[config.mk]
export PLATFORM = sky130hd
export DESIGN_NAME = fmp_datapath
export DESIGN_NICKNAME = d
export VERILOG_FILES = /design/src/sv/fmp_pkg.sv /design/src/sv/fmp_modmul.sv /design/src/sv/fmp_datapath.sv
export SDC_FILE = /design/constraint.sdc
export NUM_CORES = 2
export LEC_CHECK = 0
export BUFFER_PORTS_ARGS = -buffer_cell sky130_fd_sc_hd__clkbuf_2
export CAP_MARGIN = 5
export CORE_MARGIN = 10
export CORE_UTILIZATION = 50
export DETAILED_ROUTE_END_ITERATION = 12
export GPL_TIMING_DRIVEN = 0
export PLACE_DENSITY = 0.66
export SLEW_MARGIN = 10
export SYNTH_ARGS = -nofsm -noshare
export SYNTH_HDL_FRONTEND = slang
export SYNTH_SLANG_ARGS = --single-unit
export TNS_END_PERCENT = 50
[constraint.sdc]
create_clock -name clk -period 11 [get_ports clk]
set_input_delay 0.55 -clock clk [delete_from_list [all_inputs] [get_ports clk]]
set_output_delay 0.55 -clock clk [all_outputs]
set_load 0.1 [all_outputs]
[src/sv/fmp_pkg.sv]
// ----------------------------------------------------------------------------
// fmp_pkg: shared types and constants for the Fibonacci modulo-prime block
// Holds the prime, the Barrett reciprocal, the controller-to-datapath command
// and status structures, and the modular add used in several places.
// ----------------------------------------------------------------------------
package fmp_pkg;

    localparam int ELEM_W  = 30;
    localparam int INDEX_W = 64;

    typedef logic [ELEM_W-1:0] elem_t;

    // The modulus, and floor(2^60 / prime) for Barrett reduction.
    localparam elem_t       FIB_PRIME = 30'd1000000009;
    localparam logic [63:0] MU_FULL   = (64'd1 << 60) / 64'd1000000009;
    localparam logic [30:0] BARRETT_MU = MU_FULL[30:0];

    // Bits of the index magnitude that are walked, most significant first.
    localparam int MAG_W = INDEX_W - 1;

    typedef enum logic [1:0] {
        MUL_AA,
        MUL_BB,
        MUL_DD,
        MUL_BS
    } mul_sel_t;

    typedef struct packed {
        logic     load;
        logic     shift;
        logic     calc_s;
        logic     issue;
        mul_sel_t mul_sel;
        logic     upd_sq;
        logic     upd_base;
        logic     final_res;
    } cmd_t;

    typedef struct packed {
        logic top_bit;
        logic neg;
    } status_t;

    // Sum of two residues, reduced once back below the prime.
    function automatic elem_t mod_add(input elem_t x, input elem_t y);
        logic [ELEM_W:0] sum;
        logic [ELEM_W:0] diff;
        sum  = {1'b0, x} + {1'b0, y};
        diff = sum - {1'b0, FIB_PRIME};
        if (sum >= {1'b0, FIB_PRIME})
            return diff[ELEM_W-1:0];
        else
            return sum[ELEM_W-1:0];
    endfunction

endpackage

[src/sv/fmp_modmul.sv]
// ----------------------------------------------------------------------------
// fmp_modmul: pipelined modular multiplier
// Four stages: product, Barrett quotient estimate, quotient times prime, and
// final subtraction with up to two corrections. One product per cycle.
// ----------------------------------------------------------------------------
module fmp_modmul (
    input  logic              clk,
    input  logic              rst_n,
    input  logic              op_valid,
    input  fmp_pkg::mul_sel_t op_tag,
    input  fmp_pkg::elem_t    op_x,
    input  fmp_pkg::elem_t    op_y,
    output logic              res_valid,
    output fmp_pkg::mul_sel_t res_tag,
    output fmp_pkg::elem_t    res_value
);
    import fmp_pkg::*;

    logic [2*ELEM_W-1:0] t_reg;
    logic [2*ELEM_W-1:0] t_next;
    logic [61:0]         q_reg;
    logic [61:0]         q_next;
    logic [31:0]         tlo2_reg;
    logic [31:0]         tlo3_reg;
    logic [31:0]         qp_reg;
    logic [60:0]         qp_full;
    logic [31:0]         r_diff;
    logic [31:0]         r_less1;
    logic [31:0]         r_less2;
    logic [31:0]         prime32;
    logic [31:0]         prime32x2;
    elem_t               res_next;
    elem_t               res_reg;
    logic [3:0]          valid_reg;
    mul_sel_t            tag1_reg;
    mul_sel_t            tag2_reg;
    mul_sel_t            tag3_reg;
    mul_sel_t            tag4_reg;

    assign prime32   = {2'b00, FIB_PRIME};
    assign prime32x2 = {1'b0, FIB_PRIME, 1'b0};

    assign t_next  = op_x * op_y;
    assign q_next  = t_reg[2*ELEM_W-1:ELEM_W-1] * BARRETT_MU;
    assign qp_full = q_reg[61:31] * FIB_PRIME;

    // The estimate is at most two below the true quotient, so the remainder
    // lies below three times the prime and fits in 32 bits.
    always_comb
    begin
        r_diff  = tlo3_reg - qp_reg;
        r_less1 = r_diff - prime32;
        r_less2 = r_diff - prime32x2;
        priority if (r_diff >= prime32x2)
            res_next = r_less2[ELEM_W-1:0];
        else if (r_diff >= prime32)
            res_next = r_less1[ELEM_W-1:0];
        else
            res_next = r_diff[ELEM_W-1:0];
    end

    always_ff @(posedge clk or negedge rst_n)
    begin
        if (!rst_n)
            valid_reg <= '0;
        else
            valid_reg <= {valid_reg[2:0], op_valid};
    end

    always_ff @(posedge clk)
    begin
        t_reg    <= t_next;
        tag1_reg <= op_tag;
        q_reg    <= q_next;
        tlo2_reg <= t_reg[31:0];
        tag2_reg <= tag1_reg;
        qp_reg   <= qp_full[31:0];
        tlo3_reg <= tlo2_reg;
        tag3_reg <= tag2_reg;
        res_reg  <= res_next;
        tag4_reg <= tag3_reg;
    end

    assign res_valid = valid_reg[3];
    assign res_tag   = tag4_reg;
    assign res_value = res_reg;

endmodule

[src/sv/fmp_datapath.sv]
// ----------------------------------------------------------------------------
// fmp_datapath: matrix registers and result for the Fibonacci block
// Holds the symmetric power matrix [[a,b],[b,d]], the index shifter, the
// captured products and the result register, all driven by controller commands.
// ----------------------------------------------------------------------------
module fmp_datapath (
    input  logic                         clk,
    input  logic                         rst_n,
    input  fmp_pkg::cmd_t                cmd,
    input  logic [fmp_pkg::INDEX_W-1:0]  index,
    output fmp_pkg::status_t             status,
    output fmp_pkg::elem_t               fib_value
);
    import fmp_pkg::*;

    elem_t            a_reg;
    elem_t            b_reg;
    elem_t            d_reg;
    elem_t            s_reg;
    elem_t            paa_reg;
    elem_t            pbb_reg;
    elem_t            pdd_reg;
    elem_t            pbs_reg;
    elem_t            res_reg;
    logic [MAG_W-1:0] n_reg;
    logic             neg_reg;
    logic             ones_reg;
    elem_t            mul_x;
    elem_t            mul_y;
    logic             mul_valid;
    mul_sel_t         mul_tag;
    elem_t            mul_res;

    always_comb
    begin
        unique case (cmd.mul_sel)
            MUL_AA:
            begin
                mul_x = a_reg;
                mul_y = a_reg;
            end
            MUL_BB:
            begin
                mul_x = b_reg;
                mul_y = b_reg;
            end
            MUL_DD:
            begin
                mul_x = d_reg;
                mul_y = d_reg;
            end
            MUL_BS:
            begin
                mul_x = b_reg;
                mul_y = s_reg;
            end
            default:
            begin
                mul_x = a_reg;
                mul_y = a_reg;
            end
        endcase
    end

    fmp_modmul u_modmul (
        .clk       (clk),
        .rst_n     (rst_n),
        .op_valid  (cmd.issue),
        .op_tag    (cmd.mul_sel),
        .op_x      (mul_x),
        .op_y      (mul_y),
        .res_valid (mul_valid),
        .res_tag   (mul_tag),
        .res_value (mul_res)
    );

    always_ff @(posedge clk)
    begin
        if (cmd.load)
        begin
            a_reg    <= elem_t'(1);
            b_reg    <= '0;
            d_reg    <= elem_t'(1);
            n_reg    <= index[MAG_W-1:0];
            neg_reg  <= index[INDEX_W-1];
            ones_reg <= &index;
        end
        else
        begin
            if (cmd.shift)
                n_reg <= {n_reg[MAG_W-2:0], 1'b0};
            if (cmd.upd_sq)
            begin
                a_reg <= mod_add(paa_reg, pbb_reg);
                b_reg <= pbs_reg;
                d_reg <= mod_add(pbb_reg, pdd_reg);
            end
            else if (cmd.upd_base)
            begin
                a_reg <= mod_add(a_reg, b_reg);
                b_reg <= a_reg;
                d_reg <= b_reg;
            end
        end

        if (cmd.calc_s)
            s_reg <= mod_add(a_reg, d_reg);

        if (mul_valid)
        begin
            unique case (mul_tag)
                MUL_AA:  paa_reg <= mul_res;
                MUL_BB:  pbb_reg <= mul_res;
                MUL_DD:  pdd_reg <= mul_res;
                MUL_BS:  pbs_reg <= mul_res;
                default: pbs_reg <= mul_res;
            endcase
        end

        if (cmd.final_res)
        begin
            if (neg_reg)
                res_reg <= ones_reg ? elem_t'(1) : elem_t'(0);
            else
                res_reg <= mod_add(a_reg, b_reg);
        end
    end

    assign status.top_bit = n_reg[MAG_W-1];
    assign status.neg     = neg_reg;
    assign fib_value      = res_reg;

endmodule

==> key figures <==
Run status
  – Failing checks: max-capacitance violations, max-slew violations
  – Status: complete, but fails checks

Timing
  – Fin crit period: 10.78 ns
  – F_max: 92.8 MHz
  – Fin crit share: 98.0%
  – Slew Viols, Final: 6
  – Final Hold Viols: 0
  – Setup TNS: 0 ns
  – # setup viols final: 0
  – Worst setup margin: 0.224 ns
  – Max transition margin: -1.62%
  – Worst-Margin Slew: 1.52 ns
  – Setup Skew: 0.0607 ns
  – RSZ-0062 raised after global routing: true

Placed design
  – DP Worst Slack: -2.49 ns
  – GPL Wtd Cong: 1.04
  – DP HPWL: 229000 um
  – IO Port Bufs: 105
  – Dpl cells: 10919

Clocking
  – CTS tree: done
  – Reg clk slew, reported paths: 0.06 ns
  – CTS Sinks: 564
  – CTS Buf Count: 68
  – Clk root buf: clkbuf_16
  – Clk_lat worst skew: 0.69 ns
  – Clock Tree Buf Depth: 3
  – H-Tree Depth: 3

Setup path
  – CP startpoint kind: input port
  – Reg2Reg Setup Slack: 0.55 ns
  – Slowest cell on the critical path: clkbuf_1
  – Critical path arrival: 11.36 ns
  – CP Max Fanout: 10
  – R2R cell count: 29
  – Most common cell on crit path: fa_1
  – Reg2reg start: a_reg[18]
  – CP Class: in2reg
  – Worst setup EP type: flop
  – WP data required: 11.59 ns
  – RR Endpoint: u_modmul.t_reg[59]
  – Critical Path Max Stage Delay: 0.71 ns

Detailed routing
  – Met1 Wirelength: 111000 um
  – Highest Signal Layer: met5
  – Routed wire length: 270000 um
  – Drt pass-1 iters: 6
  – Drt drc: 0
  – Vias: 63711
  – WL met3: 25000 um
  – Vias per cell: 5.77
  – DR iter-0 viols: 5586
  – Post-route ant nets: 0
  – DR WL met2: 119000 um
  – WL per Instance: 24.5 um

GRT
  – Largest net degree at the start of global routing: 64
  – Global-route wire length before repair: 408000 um
  – Vias in the first global route: 65437
  – Initial antenna violation count: 13
  – Total Routing Usage GR: 30.0%
  – Global route overflow: 0

Worst hold path
  – WHS Path Cells: 1
  – Hold Path End: neg_reg
  – Hold path startpoint: index[63]
  – Min-delay worst type: in2reg

Logic synthesis
  – Share of the synthesized area in the top cell type: 30.2%
  – Synthesized area: 81400 um2
  – Post-synth EDFFs: 245
  – Post-Synth Adder-Cell Area: 45.6%
  – Synth Net Count: 10944
  – Synth Area in Simple Gates: 11.3%
  – Most frequently used flop master after synthesis: dfxtp_1
  – Synth area leaders: fa_1, ha_1, edfxtp_1
  – Cells after Synth: 8641
  – Mux contribution to synthesized area: 2.01%
  – Biggest area consumer among synthesized cells: fa_1
  – #FFs+latches synth: 564
  – Compound-gate portion of the synthesized area: 11.2%
  – Xor and xnor area share after synthesis: 3.93%
  – Largest family of logic cells by synthesized area: adder cells
  – Async S/R FF share, synth: 0.709%
  – Register area share after synthesis: 16.9%
  – Synthesis Warnings: 0
  – Netlist cell types: 113
  – Synthesized area per cell: 9.42 um2

Die
  – Core area: 161000 um2
  – Die Width: 423 um
  – Rows: 147
  – IO Count: 107
  – Die area: 179000 um2
  – Die height: 423 um
  – Initial Util: 50.5%

Layout
  – Fillers: 14695
  – Commonest cells after routing, fill and taps aside: inv_1, fa_1, ha_1
  – Final core occ: 54.3%
  – Area delta synth->final: 7.58%
  – Commonest non-fill, non-tap cell in the layout: inv_1
  – Max reg flops: 63
  – Non-Filler Instances: 11047
  – Layout Nets: 11128
  – Layout cells sized above 1: 6.08%

Job
  – Max Cap Violations: 1
-- worst max-delay path by stage --
stage          startpoint                  to  slack, ns
2_1_floorplan      cmd[4]  u_modmul.t_reg[58]       1.54
3_3_place_gp       cmd[4]  u_modmul.t_reg[59]      -2.81
3_5_place_dp       cmd[4]  u_modmul.t_reg[58]      -2.49
4_1_cts            cmd[4]  u_modmul.t_reg[58]       0.01
5_1_grt            cmd[4]  u_modmul.t_reg[58]      -0.02
6_report           cmd[4]  u_modmul.t_reg[59]       0.22
-- final cells by class --
cell class / count / area [um2] / share of cell area, %
antenna: 7 / 17.5 / 0.0200
buffer: 303 / 1310 / 1.49
clock buffer: 84 / 1830 / 2.09
clock inverter: 41 / 584 / 0.668
inverter: 1631 / 6120 / 6.99
multi-input combinational: 6135 / 60500 / 69.1
sequential: 564 / 13800 / 15.7
tap: 2160 / 2700 / 3.09
timing repair buffer: 122 / 733 / 0.838
-- logic make-up (layout without fill, tap and decap cells) --
family                     count (synthesis)  after routing
AOI/OAI and AO/OA                       1359           1359
xor gates and xnor gates                 364            364
adders and majority gates               2228           2228
buffers and inverters                   1942           2181
DFF                                      564            564
muxes                                    155            155
other                                      0              7
and+or+nand+nor                         2029           2029
-- synthesized netlist by cell type, types with 10 or more instances --
cell type	n
o21ai_0	187
edfxtp_1	245
o2111ai_1	17
inv_1	1631
o211ai_1	34
nand3b_1	10
o21bai_1	32
dfxtp_1	315
nor4_1	18
o31ai_1	16
mux2i_1	90
o21ai_1	12
ha_1	1000
a21oi_1	396
nand2_1	635
o22ai_1	39
a31o_2	13
a21boi_0	10
clkbuf_1	244
o211a_1	11
nand3_1	95
a31oi_1	35
a21o_1	219
a211o_1	22
xor2_1	87
a311oi_1	13
nand2b_1	64
or4_1	11
and4_1	10
nor2b_1	94
buf_2	32
nand4_1	46
xnor2_1	276
buf_1	23
mux2_2	65
or2_2	23
or3_1	31
nor3b_1	11
nor2_1	758
a211oi_1	96
o21a_1	58
fa_1	1228
and2_1	50
nor3_1	78
and3_1	58
-- repair_timing --
action / 4_1_cts / 5_1_grt
setup endpoints to repair: 26 / 10
hold buffers: 2 / 0
pin swaps: 1 / 0
gates resized for setup: 32 / 102
buffers inserted: 1 / 0
gates cloned: 0 / 0
hold endpoints to repair: 5 / 0
-- metal layers --
layer,vias up,global-route usage (%)
li1,28419,-
met4,6,14.0
met5,-,0
met2,2910,46.5
met3,604,6.40
met1,31772,40.1
-- critical path: cells and delay by family --
kind                     cells  cell delay [ns]
AND/OR/NAND/NOR              2             0.65
AO/OA/AOI/OAI               10             3.01
XOR/XNOR                     1             0.13
adder cells (fa/ha/maj)      9             4.89
buffers and inverters        9             2.10
-- stage by stage --
stage	instance area (um2)	hold slack, ns
floorplan	81400	0.254
global placement	84600	0.311
detailed placement	84800	0.312
CTS	87400	0.00517
global route	87500	0.0389
finish	87500	0.0581
Power is left out: the tool's default activity adds up to more than one toggle a clock period on the data nets, which glitch-free logic cannot reach.
