[config.mk]
export PLATFORM = sky130hd
export DESIGN_NAME = fmp_ctrl
export DESIGN_NICKNAME = d
export VERILOG_FILES = /design/src/sv/fmp_pkg.sv /design/src/sv/fmp_ctrl.sv
export SDC_FILE = /design/constraint.sdc
export NUM_CORES = 1
export LEC_CHECK = 0
export BUFFER_PORTS_ARGS = -buffer_cell sky130_fd_sc_hd__buf_2
export CELL_PAD_IN_SITES_DETAIL_PLACEMENT = 2
export CELL_PAD_IN_SITES_GLOBAL_PLACEMENT = 2
export CORE_MARGIN = 2
export CORE_UTILIZATION = 31
export DETAILED_ROUTE_END_ITERATION = 6
export PLACE_DENSITY = 0.85
export RECOVER_POWER = 25
export SETUP_SLACK_MARGIN = 0.1
export SLEW_MARGIN = 20
export SYNTH_ARGS = -nofsm -noshare
export SYNTH_HDL_FRONTEND = slang
export SYNTH_SLANG_ARGS = --single-unit
[constraint.sdc]
create_clock -name clk -period 1.79 [get_ports clk]
set_clock_uncertainty 0.05 [all_clocks]
set_input_delay 0.358 -clock clk [delete_from_list [all_inputs] [get_ports clk]]
set_output_delay 0.358 -clock clk [all_outputs]
set_load 0.02 [all_outputs]
[src/sv/fmp_pkg.sv]
// ----------------------------------------------------------------------------
// fmp_pkg: shared types and constants for the Fibonacci modulo-prime block
// Holds the prime, the Barrett reciprocal, the controller-to-datapath command
// and status structures, and the modular add used in several places.
// ----------------------------------------------------------------------------
package fmp_pkg;

    localparam int ELEM_W  = 30;
    localparam int INDEX_W = 64;

    typedef logic [ELEM_W-1:0] elem_t;

    // The modulus, and floor(2^60 / prime) for Barrett reduction.
    localparam elem_t       FIB_PRIME = 30'd1000000009;
    localparam logic [63:0] MU_FULL   = (64'd1 << 60) / 64'd1000000009;
    localparam logic [30:0] BARRETT_MU = MU_FULL[30:0];

    // Bits of the index magnitude that are walked, most significant first.
    localparam int MAG_W = INDEX_W - 1;

    typedef enum logic [1:0] {
        MUL_AA,
        MUL_BB,
        MUL_DD,
        MUL_BS
    } mul_sel_t;

    typedef struct packed {
        logic     load;
        logic     shift;
        logic     calc_s;
        logic     issue;
        mul_sel_t mul_sel;
        logic     upd_sq;
        logic     upd_base;
        logic     final_res;
    } cmd_t;

    typedef struct packed {
        logic top_bit;
        logic neg;
    } status_t;

    // Sum of two residues, reduced once back below the prime.
    function automatic elem_t mod_add(input elem_t x, input elem_t y);
        logic [ELEM_W:0] sum;
        logic [ELEM_W:0] diff;
        sum  = {1'b0, x} + {1'b0, y};
        diff = sum - {1'b0, FIB_PRIME};
        if (sum >= {1'b0, FIB_PRIME})
            return diff[ELEM_W-1:0];
        else
            return sum[ELEM_W-1:0];
    endfunction

endpackage

[src/sv/fmp_ctrl.sv]
// ----------------------------------------------------------------------------
// fmp_ctrl: sequencer for the Fibonacci block
// Walks the index bits, runs the squaring schedule on the shared multiplier
// and owns both handshakes.
// ----------------------------------------------------------------------------
module fmp_ctrl (
    input  logic             clk,
    input  logic             rst_n,
    input  logic             req_valid,
    output logic             req_stall,
    output logic             rsp_valid,
    input  logic             rsp_stall,
    input  fmp_pkg::status_t status,
    output fmp_pkg::cmd_t    cmd
);
    import fmp_pkg::*;

    typedef enum logic [1:0] {
        ST_IDLE,
        ST_SCAN,
        ST_ROUND,
        ST_FINAL
    } state_t;

    // Round schedule: four issues, pipeline wait, square update, base step.
    localparam logic [3:0] PH_AA   = 4'd0;
    localparam logic [3:0] PH_BB   = 4'd1;
    localparam logic [3:0] PH_DD   = 4'd2;
    localparam logic [3:0] PH_BS   = 4'd3;
    localparam logic [3:0] PH_SQ   = 4'd8;
    localparam logic [3:0] PH_BASE = 4'd9;

    localparam logic [5:0] LAST_BIT = 6'(MAG_W - 1);

    state_t     state_reg;
    logic [3:0] phase_reg;
    logic [5:0] cnt_reg;
    logic       rsp_valid_reg;
    logic       slot_free;

    assign slot_free = !rsp_valid_reg || !rsp_stall;
    assign req_stall = (state_reg != ST_IDLE);
    assign rsp_valid = rsp_valid_reg;

    always_comb
    begin
        cmd = '0;
        unique case (state_reg)
            ST_IDLE:
                cmd.load = req_valid;
            ST_SCAN:
            begin
                cmd.shift    = !status.neg;
                cmd.upd_base = !status.neg && status.top_bit;
            end
            ST_ROUND:
            begin
                unique case (phase_reg)
                    PH_AA:
                    begin
                        cmd.calc_s  = 1'b1;
                        cmd.issue   = 1'b1;
                        cmd.mul_sel = MUL_AA;
                    end
                    PH_BB:
                    begin
                        cmd.issue   = 1'b1;
                        cmd.mul_sel = MUL_BB;
                    end
                    PH_DD:
                    begin
                        cmd.issue   = 1'b1;
                        cmd.mul_sel = MUL_DD;
                    end
                    PH_BS:
                    begin
                        cmd.issue   = 1'b1;
                        cmd.mul_sel = MUL_BS;
                    end
                    PH_SQ:
                    begin
                        cmd.upd_sq = 1'b1;
                        cmd.shift  = !status.top_bit;
                    end
                    PH_BASE:
                    begin
                        cmd.upd_base = 1'b1;
                        cmd.shift    = 1'b1;
                    end
                    default:
                        cmd.issue = 1'b0;
                endcase
            end
            ST_FINAL:
                cmd.final_res = slot_free;
            default:
                cmd.load = 1'b0;
        endcase
    end

    always_ff @(posedge clk or negedge rst_n)
    begin
        if (!rst_n)
        begin
            state_reg     <= ST_IDLE;
            phase_reg     <= '0;
            cnt_reg       <= '0;
            rsp_valid_reg <= 1'b0;
        end
        else
        begin
            // A new result takes the output register in the same edge that
            // the previous one leaves it.
            priority if (state_reg == ST_FINAL && slot_free)
                rsp_valid_reg <= 1'b1;
            else if (rsp_valid_reg && !rsp_stall)
                rsp_valid_reg <= 1'b0;

            unique case (state_reg)
                ST_IDLE:
                begin
                    if (req_valid)
                    begin
                        state_reg <= ST_SCAN;
                        cnt_reg   <= LAST_BIT;
                    end
                end
                ST_SCAN:
                begin
                    priority if (status.neg || cnt_reg == '0)
                        state_reg <= ST_FINAL;
                    else
                    begin
                        cnt_reg <= cnt_reg - 6'd1;
                        if (status.top_bit)
                        begin
                            state_reg <= ST_ROUND;
                            phase_reg <= PH_AA;
                        end
                    end
                end
                ST_ROUND:
                begin
                    priority if ((phase_reg == PH_SQ && !status.top_bit)
                                 || phase_reg == PH_BASE)
                    begin
                        if (cnt_reg == '0)
                            state_reg <= ST_FINAL;
                        else
                        begin
                            cnt_reg   <= cnt_reg - 6'd1;
                            phase_reg <= PH_AA;
                        end
                    end
                    else
                        phase_reg <= phase_reg + 4'd1;
                end
                ST_FINAL:
                begin
                    if (slot_free)
                        state_reg <= ST_IDLE;
                end
                default:
                    state_reg <= ST_IDLE;
            endcase
        end
    end

endmodule

==> results of run 1 <==
==> stage by stage <==
| step | area [sq um] | worst slack, ns | TNS (ns) | util (%) | instances |
|---|---|---|---|---|---|
| 3_3_place_gp | 1428 | -0.08665 | -0.6342 | 43.47 | 193 |
| 4_1_cts | 1805 | -0.2249 | -2.851 | 54.97 | 216 |
| 2_1_floorplan | 1154 | -0.08204 | -0.4692 | - | 112 |
| 3_5_place_dp | 1428 | -0.2135 | -1.885 | 43.47 | 193 |
==> what timing repair did <==
action | CTS
cloned | 0
endpoints found under the hold margin | 13
hold buffers | 1
resized for setup | 54
endpoints found under the setup margin | 21
buffers inserted | 18
pin swaps | 19
==> logic make-up after synthesis <==
kind of cell               Yosys count  synth area share (%)
AOI/OAI and AO/OA                   32                 23.86
adders and majority gates           10                 11.93
buffers and inverters               13                 5.371
DFF                                 13                 31.03
muxes                                3                 2.983
and+or+nand+nor                     41                 24.82
==> impl_metrics.py, run 1 <==
metrics = {
    "synth": {
        "yosys-top-cells-area": "dfrtp_1 (31%), ha_1 (12%), nor3b_1 (5.0%)",
        "syn_area_per_cell_sq_um": 9.362,
        "yosysWarnings": 0,
        "netlist_top_cells_count": "dfrtp_1 (13), ha_1 (10), inv_1 (10), a21oi_1 (7), nor3b_1 (7)",
        "netlist.area_leader.share_pct": 31.03,
        "seq_area_frac_synth_pct": 31.03,
        "synth_edf_count": 0,
        "ys_ff_latch": 13,
        "synthArstFlopShare_pct": 100.0,
        "synth.most_common_cell": "dfrtp_1",
        "synth_ff_type": "dfrtp_1",
        "postSynthCellCount": 112,
        "syn_nets": 128,
        "synth_cell_type_count": 37,
        "synth_top_cell_by_area": "dfrtp_1",
        "syn_area_sq_mm": 0.001049,
    },
    "outcome": {
        "outcome": "did not finish",
        "error": "[ERROR DPL-0033] detailed placement checks failed during check placement.",
        "stop_stage": "global routing",
    },
    "floorplan": {
        "rows": 21,
        "die_width_um": 62.16,
        "initial_core_util_pct": 31.92,
        "die_h_um": 62.16,
        "io_pins": 17,
    },
    "placed_design": {
        "dp_hpwl_um": 2929,
        "gp_congestion": 0.7725,
        "port_buffers": 16,
    },
    "global_route": {
        "antenna_found_initial": 0,
        "grt_max_degree": 14,
    },
    "clocking": {
        "htree_levels": 1,
        "tritoncts.num_buffers": 3,
        "cts_sinks": 13,
        "root_buffer": "clkbuf_4",
        "cts.path.max_buffers": 2,
    },
    "sta": {
        "worst_endpoint": "cmd[7]",
        "worstEndpointType": "output port",
    },
}
==> inputs of run 2 (changes only) <==
Settings changed: CELL_PAD_IN_SITES_DETAIL_PLACEMENT 2 to not set, CELL_PAD_IN_SITES_GLOBAL_PLACEMENT 2 to not set, CORE_AREA set to 2 2 63 65, CORE_MARGIN 2 to not set, CORE_UTILIZATION 31 to not set, DIE_AREA set to 0 0 65 67, PLACE_DENSITY 0.85 to not set, PLACE_DENSITY_LB_ADDON set to 0.15, SETUP_SLACK_MARGIN 0.1 to not set.
Clock period 1.79 ns to 2.33 ns, I/O delays scaled along.
==> impl_metrics.py, run 2 <==
metrics = {
    "synth": {
        "yosysWarnings": 0,
        "muxShareOfSynthArea_pct": 2.983,
        "synth_edf_count": 0,
        "netlist_top_cells_count": "dfrtp_1 (13), ha_1 (10), inv_1 (10), a21oi_1 (7), nor3b_1 (7)",
        "yosys-top-cells-area": "dfrtp_1 (31%), ha_1 (12%), nor3b_1 (5.0%)",
        "synth_top_family_by_area": "simple AND/OR/NAND/NOR gates",
        "seq_area_frac_synth_pct": 31.03,
        "postSynthCellCount": 112,
        "ys_ff_latch": 13,
        "syn_area_sq_mm": 0.001049,
        "netlist.area_leader.share_pct": 31.03,
        "synth_compound_area_share_pct": 23.87,
        "synth.most_common_cell": "dfrtp_1",
        "synth-xor-area-share_pct": 0,
        "synth_ff_type": "dfrtp_1",
        "synth_top_cell_by_area": "dfrtp_1",
        "yosys.area_share.adder_pct": 11.93,
        "syn_area_per_cell_sq_um": 9.362,
        "synthArstFlopShare_pct": 100.0,
        "synth_cell_type_count": 37,
        "syn_nets": 128,
        "synth-simple-area-share_pct": 24.82,
    },
    "cells_and_area": {
        "antennaDiodeCount": 0,
        "num-nets-final": 148,
        "multi_input_area_sq_um": 674.4,
        "final_cell_mix": "buf_2 (15), dfrtp_1 (13), inv_1 (10)",
        "fillers": 394,
        "syn_to_final_growth_pct": 17.90,
        "largest_register_ffs": 6,
        "layout-drive-gt1-share_pct": 25.95,
        "area.sequential_sq_um": 325.3,
        "mostFrequentLayoutCell": "buf_2",
        "final_core_util_pct": 34.28,
    },
    "clocking": {
        "clkLatencyLatePin_ns": 0.24,
        "tritoncts.num_buffers": 3,
        "clk_pin_slew_ns": 0.06,
        "cts.path.max_buffers": 2,
        "root_buffer": "clkbuf_8",
        "cts_resized": 0,
        "htree_levels": 1,
        "tritoncts": "yes",
        "cts_sinks": 13,
        "postCtsSetupBuffers": 0,
        "hold_buffers": 0,
    },
    "worst_setup_path": {
        "path_class": "flop to output pin",
        "cp_data_arrival_time_ns": 1.69,
        "crit_fanout": 4,
        "critPathLaunchType": "flop",
        "critPathMaxStageDelay_ns": 0.40,
        "cp.required_ns": 1.81,
        "critPathBufInv": 2,
        "worstSetupEndpointType": "output pin",
        "crit_slowest_cell": "dfrtp_1",
        "cp_cell_sequence": "inv_1 > ha_1 > nor2b_2 > o21a_1 > a21oi_1 > nor2b_1 > buf_2",
        "cp_top_family": "flip-flops",
    },
    "global_route": {
        "grt_max_degree": 14,
        "overflow": 0,
        "antenna_found_initial": 0,
        "grt_pass1_wl_um": 3995,
        "grt_pass1_vias": 905,
        "grt.total_usage_pct": 11.90,
    },
    "drt": {
        "drt_wl_total_um": 2328,
        "route.detailed.drc": 0,
        "via_count": 881,
        "first_pass_iters": 4,
        "ant_nets": 0,
        "via_per_inst": 4.922,
        "wl_per_cell_um": 13.01,
        "drt-initial-drc-count": 36,
    },
    "sta": {
        "hold_viol_final": 0,
        "clock.fmax_mhz": 452.7,
        "fin_tns_setup_ns": 0,
        "tightest_slew_ns": 0.7826,
        "slew_headroom_pct": 47.82,
        "timing.final.crit_share_pct": 94.81,
        "final-setup-viol-count": 0,
        "rsz0062_at_grt": "yes",
        "drv_slew": 0,
        "finalCriticalPeriod_ns": 2.209,
    },
    "power": {
        "powerDensity_mw_per_mm2": 1453,
        "ir_worst_vdd_uv": 269.2,
        "power_leakage_nw": 0.5391,
    },
    "floorplan": {
        "io_pins": 17,
        "rows": 22,
        "die_h_um": 67,
        "fp.dieArea_sq_mm": 0.004355,
        "die_width_um": 65,
        "coreArea_sq_mm": 0.003606,
        "initial_core_util_pct": 29.08,
    },
    "placed_design": {
        "gp_congestion": 0.8030,
        "port_buffers": 16,
        "dp_hpwl_um": 1859,
    },
    "flow_run": {
        "drv_cap": 0,
    },
    "hold_path": {
        "hold_path_class": "primary input to asynchronous set/reset pin",
    },
    "outcome": {
        "outcome": "finished clean",
    },
}
==> run 2: final timing paths <==
kind | end | cells past startpoint | slack [ns] | from
setup / recovery | cmd[7] | 7 | 0.12 | phase_reg[0]
hold / removal | cnt_reg[5] | 1 | 0.23 | rst_n
setup reg to reg | phase_reg[3] | 7 | 0.23 | phase_reg[0]
hold reg to reg | rsp_valid | 1 | 0.48 | rsp_valid
max in group asynchronous | state_reg[0] | 1 | 1.51 | rst_n
min in group clk | rsp_valid | 2 | 0.41 | rsp_stall
==> run 2: kinds of logic (layout without fill, tap and decap cells) <==
| kind of cell | Yosys count | in the layout |
|---|---|---|
| AO/OA/AOI/OAI | 32 | 32 |
| adder cells (fa/ha/maj) | 10 | 10 |
| buffers and inverters | 13 | 32 |
| flip-flops | 13 | 13 |
| multiplexers | 3 | 3 |
| AND/OR/NAND/NOR | 41 | 41 |
==> run 2: where the power goes <==
part	internal, W	switching [W]
Clock	0.000121	0.0000782
Sequential	0.000336	0.000123
Combinational	0.000489	0.000650
Total	0.000945	0.000851
==> run 2: area by class of cell <==
cell class | instances | share of cell area (%)
sequential | 13 | 26.32
multi-input combinational | 86 | 54.55
timing repair buffer | 18 | 7.591
inverter | 10 | 3.036
clock buffer | 4 | 3.644
tap | 48 | 4.858
==> run 2: routing by layer <==
metal,GRT usage (%),part of all wire (%)
met3,2.027,3.5
met5,0,0
met2,21.13,50
met1,13.86,46
met4,5.585,0.99
==> run 2: through the flow <==
step           worst slack [ns]  hold WS, ns  power [W]  area [sq um]  instances
4_1_cts                 0.04869      0.07817   0.001811          1230        179
3_3_place_gp             0.1556       0.3361   0.001597          1185        175
3_5_place_dp             0.2105       0.3362   0.001604          1185        175
5_1_grt                -0.01506       0.2998   0.001965          1236        179
6_report                 0.1210       0.2329   0.001796          1236        179
2_1_floorplan            0.2499       0.1204   0.001320          1049        112
==> run 2: worst register-to-register path: stages (launching register included) <==
cell      delay, ns
dfrtp_1        0.40
inv_1          0.10
ha_1           0.24
nor2b_2        0.17
o21a_1         0.18
or3_1          0.42
or3_1          0.36
o211ai_1       0.09
Note: power is estimated with default switching activity, not from simulation.
==> inputs of run 3 (changes only) <==
Settings changed: ABC_AREA set to 1.
==> impl_metrics.py, run 3 <==
metrics = {
    "synth": {
        "netlist_top_cells_count": "nand2_1 (51), inv_1 (25), nor2_1 (21), dfrtp_1 (13), nand3_1 (13)",
        "syn_nets": 182,
        "yosysWarnings": 0,
        "syn_area_per_cell_sq_um": 6.806,
        "synth_ff_type": "dfrtp_1",
        "ys_ff_latch": 13,
        "synthArstFlopShare_pct": 100.0,
        "seq_area_frac_synth_pct": 28.79,
        "syn_area_sq_mm": 0.001130,
        "yosys-top-cells-area": "dfrtp_1 (29%), nand2_1 (17%), ha_1 (11%)",
        "synth_top_cell_by_area": "dfrtp_1",
        "synth.most_common_cell": "nand2_1",
        "synth_edf_count": 0,
        "netlist.area_leader.share_pct": 28.79,
        "synth_cell_type_count": 23,
        "postSynthCellCount": 166,
    },
    "sta": {
        "hold_viol_final": 0,
        "drv_slew": 0,
        "slew_headroom_pct": 47.00,
        "timing.final.crit_share_pct": 93.70,
        "final-setup-viol-count": 0,
        "tightest_slew_ns": 0.7951,
        "rsz0062_at_grt": "no",
        "clock.fmax_mhz": 458.0,
        "fin_tns_setup_ns": 0,
        "finalCriticalPeriod_ns": 2.183,
    },
    "clocking": {
        "tritoncts.num_buffers": 3,
        "clk_pin_slew_ns": 0.06,
        "cts_sinks": 13,
        "clkLatencyLatePin_ns": 0.24,
        "cts_resized": 0,
        "hold_buffers": 0,
        "cts.path.max_buffers": 2,
        "tritoncts": "yes",
        "root_buffer": "clkbuf_8",
        "htree_levels": 1,
        "postCtsSetupBuffers": 0,
    },
    "global_route": {
        "grt_max_degree": 14,
        "grt_pass1_wl_um": 4712,
        "grt_pass1_vias": 1057,
        "antenna_found_initial": 0,
        "grt.total_usage_pct": 14.04,
        "overflow": 0,
    },
    "floorplan": {
        "fp.dieArea_sq_mm": 0.004355,
        "die_width_um": 65,
        "die_h_um": 67,
        "rows": 22,
        "io_pins": 17,
        "coreArea_sq_mm": 0.003606,
        "initial_core_util_pct": 31.33,
    },
    "worst_setup_path": {
        "crit_fanout": 6,
        "worst-r2r-setup-slack_ns": 0.61,
        "cp_data_arrival_time_ns": 1.67,
        "rr_worst_depth": 7,
        "cp.required_ns": 1.81,
        "timing.rr.start": "state_reg[0]",
        "path_class": "flop to output pin",
        "worstSetupEndpointType": "output pin",
        "critPathLaunchType": "flop",
        "timing.rr.end": "phase_reg[3]",
    },
    "power": {
        "ir_worst_vdd_uv": 455.5,
        "power_leakage_nw": 0.7276,
        "powerDensity_mw_per_mm2": 1338,
    },
    "cells_and_area": {
        "mostFrequentLayoutCell": "nand2_1",
        "layout-drive-gt1-share_pct": 18.72,
        "antennaDiodeCount": 0,
        "area.sequential_sq_um": 325.3,
        "largest_register_ffs": 6,
        "final_area_sq_mm": 0.001320,
        "fillers": 390,
        "final_cell_mix": "nand2_1 (51), inv_1 (25), nor2_1 (21)",
        "multi_input_area_sq_um": 698.2,
        "syn_to_final_growth_pct": 16.83,
        "num-nets-final": 204,
    },
    "drt": {
        "drt-met1-wl_um": 1312,
        "via_per_inst": 4.647,
        "first_pass_iters": 4,
        "ant_nets": 0,
        "wl_met2_um": 1206,
        "drt-initial-drc-count": 59,
        "top_layer": "met4",
        "wl_met3_um": 110,
        "wl_per_cell_um": 11.36,
        "drt_wl_total_um": 2669,
        "via_count": 1092,
        "route.detailed.drc": 0,
    },
    "placed_design": {
        "gp_congestion": 0.8678,
        "dp_hpwl_um": 2073,
        "dpl_cell_area_sq_mm": 0.001274,
        "port_buffers": 16,
    },
    "flow_run": {
        "drv_cap": 0,
    },
    "outcome": {
        "outcome": "finished clean",
    },
    "hold_path": {
        "hold_path_class": "primary input to asynchronous set/reset pin",
    },
}
run 3: cell count changes after synthesis, sizes merged, moves of 4 or more:
cell | before | now
nor2b | 4 | 0
a211oi | 4 | 0
and3 | 5 | 0
nand3 | 2 | 17
nand2 | 2 | 55
nand4 | 3 | 8
nor2 | 5 | 25
nor3b | 7 | 0
inv | 10 | 26
run 3: worst max-delay path: stages, from the launching register on:
cell and delay (ns):
dfrtp_1 0.44, inv_1 0.11, ha_1 0.20, nand4_1 0.15, nand2_1 0.16, nand2_1 0.07, a21oi_1 0.12, buf_2 0.18
run 3: area by class of cell:
class / instances / share of cell area, %
Tap cell: 48 / 4.550
Clock buffer: 4 / 3.412
Inverter: 26 / 7.393
Timing Repair Buffer: 18 / 7.109
Multi-Input combinational cell: 126 / 52.89
Sequential cell: 13 / 24.64
run 3: stage by stage:
step                      cells  worst slack [ns]  utilization [%]  hold WS, ns  power (W)
after global placement      231            0.4518            35.32       0.3381   0.001553
after detailed placement    231            0.4214            35.32       0.3399   0.001558
after floorplan             166            0.4493                -       0.1204   0.001271
after global routing        235           0.03041            36.61       0.3016   0.001973
after CTS                   235            0.1451            36.57      0.07503   0.001780
final                       235            0.1467            36.61       0.2294   0.001766
run 3: cells by family after synthesis:
group                      count (synthesis)  share of synthesized area [%]
xor gates and xnor gates                   2                          1.551
and+or+nand+nor                          107                          45.74
DFF                                       13                          28.79
adders and majority gates                 10                          11.07
buffers and inverters                     27                          9.634
AOI/OAI and AO/OA                          7                          3.211
run 3: worst max-delay path by stage:
stage	start	to	slack, ns	depth (start not counted)
after floorplan	state_reg[0]	cmd[1]	0.45	6
after global placement	state_reg[1]	cmd[1]	0.45	7
after detailed placement	phase_reg[0]	cmd[7]	0.42	7
after CTS	phase_reg[0]	cmd[7]	0.15	7
after global routing	phase_reg[0]	cmd[7]	0.03	7
final	phase_reg[0]	cmd[7]	0.15	7
run 3: where the power goes:
part           internal [W]  switching [W]  total (W)
registers          0.000324       0.000102   0.000426
logic              0.000401       0.000728    0.00113
clock network      0.000121      0.0000898   0.000211
run 3: layer usage:
| layer | global-route usage, % | vias to the layer above |
|---|---|---|
| met4 | 6.383 | 0 |
| li1 | - | 566 |
| met3 | 2.534 | 4 |
| met1 | 17.30 | 499 |
| met2 | 23.71 | 23 |
| met5 | 0 | - |
==> inputs of run 4 (changes only) <==
Settings changed: BUFFER_PORTS_ARGS -buffer_cell sky130_fd_sc_hd__buf_2 to -buffer_cell sky130_fd_sc_hd__clkbuf_2.
Clock period 2.33 ns to 2.65 ns, I/O delays scaled along.
==> impl_metrics.py, run 4 (same netlist as run 3, synthesis figures left out) <==
metrics = {
    "worst_setup_path": {
        "cp_top_family": "buffers and inverters",
        "crit_fanout": 7,
        "cp_data_arrival_time_ns": 1.76,
        "cp_cell_sequence": "inv_1 > ha_1 > inv_1 > o22ai_1 > inv_1 > nor2_1 > clkbuf_2",
        "crit_slowest_cell": "dfrtp_1",
        "critPathLaunchType": "flop",
        "critPathMaxStageDelay_ns": 0.42,
        "path_class": "flop to output pin",
        "cp.required_ns": 2.07,
        "worstSetupEndpointType": "output pin",
        "crit_path_frequent_cell": "inv_1",
        "critPathBufInv": 4,
    },
    "floorplan": {
        "die_width_um": 65,
        "io_pins": 17,
        "fp.dieArea_sq_mm": 0.004355,
        "die_h_um": 67,
        "coreArea_sq_mm": 0.003606,
        "initial_core_util_pct": 31.33,
        "rows": 22,
    },
    "global_route": {
        "grt_max_degree": 14,
        "grt_pass1_wl_um": 4850,
        "overflow": 0,
        "antenna_found_initial": 0,
        "grt_pass1_vias": 1068,
        "grt.total_usage_pct": 14.56,
    },
    "cells_and_area": {
        "finalNonFillerCells": 233,
        "final_core_util_pct": 36.12,
        "mostFrequentLayoutCell": "nand2_1",
        "syn_to_final_growth_pct": 15.28,
        "final_cell_mix": "nand2_1 (51), inv_1 (25), nor2_1 (21)",
        "num-nets-final": 202,
        "layout-drive-gt1-share_pct": 17.30,
        "antennaDiodeCount": 0,
        "largest_register_ffs": 6,
    },
    "sta": {
        "fin_tns_setup_ns": 0,
        "slew_headroom_pct": 49.15,
        "timing.final.crit_share_pct": 88.12,
        "drv_slew": 0,
        "tightest_slew_ns": 0.7628,
        "final-setup-viol-count": 0,
        "layout_setup_ws_ns": 0.3148,
        "rsz0062_at_grt": "no",
        "finalCriticalPeriod_ns": 2.335,
        "clock.fmax_mhz": 428.2,
        "hold_viol_final": 0,
    },
    "clocking": {
        "cts_resized": 0,
        "clkLatencyLatePin_ns": 0.25,
        "htree_levels": 1,
        "hold_buffers": 0,
        "postCtsSetupBuffers": 0,
        "cts.path.max_buffers": 2,
        "root_buffer": "clkbuf_8",
        "tritoncts": "yes",
        "clk_pin_slew_ns": 0.06,
        "cts_sinks": 13,
        "tritoncts.num_buffers": 3,
    },
    "drt": {
        "drt_wl_total_um": 2657,
        "wl_per_cell_um": 11.40,
        "first_pass_iters": 4,
        "route.detailed.drc": 0,
        "drt-initial-drc-count": 44,
        "ant_nets": 0,
        "via_per_inst": 4.601,
        "via_count": 1072,
    },
    "power": {
        "power_leakage_nw": 0.7132,
        "ir_worst_vdd_uv": 470.8,
        "total_power_w": 0.001529,
        "powerDensity_mw_per_mm2": 1174,
    },
    "flow_run": {
        "drv_cap": 0,
    },
    "placed_design": {
        "port_buffers": 16,
        "place_inst": 229,
        "dpl_worst_slack_ns": 0.5739,
        "dp_hpwl_um": 2068,
        "gp_congestion": 0.8438,
    },
    "outcome": {
        "outcome": "finished clean",
    },
    "hold_path": {
        "hold_path_class": "primary input to asynchronous set/reset pin",
    },
}
## run 4: per-layer routing
metal | vias up | track usage [%] | wire length, um
li1 | 560 | - | -
met1 | 491 | 18.19 | 1349
met2 | 16 | 24.48 | 1181
met3 | 5 | 2.534 | 76
met4 | 0 | 6.383 | 51
met5 | - | 0 | 0
## run 4: through the flow
| stage | hold WS (ns) | cell area, sq um |
|---|---|---|
| 2_1_floorplan | 0.1844 | 1130 |
| 3_3_place_gp | 0.4154 | 1259 |
| 3_5_place_dp | 0.4160 | 1259 |
| 4_1_cts | 0.1433 | 1304 |
| 5_1_grt | 0.3436 | 1303 |
| 6_report | 0.2725 | 1303 |
## run 4: cell type report
class,count,area (sq um)
fillers,412,2303
inverters,26,97.59
clock buffers,4,45.04
well taps,48,60.06
flip-flops and latches,13,325.3
multi-input cells,126,695.7
repair buffers,16,78.83
## run 4: power by group
group          switching [W]  internal, W  leakage (nW)
logic               0.000634     0.000328         0.528
registers          0.0000929     0.000285         0.163
clock network      0.0000827     0.000107        0.0228
## run 4: final timing paths
kind,startpoint,to,slack [ns],cells past startpoint
min in group clk,cnt_reg[1],cnt_reg[1],0.45,2
max,state_reg[0],cmd[1],0.31,7
max in group asynchronous,rst_n,rsp_valid,1.80,1
max reg2reg,state_reg[0],phase_reg[1],0.85,6
min,rst_n,phase_reg[0],0.27,1
min reg2reg,cnt_reg[1],cnt_reg[1],0.45,2
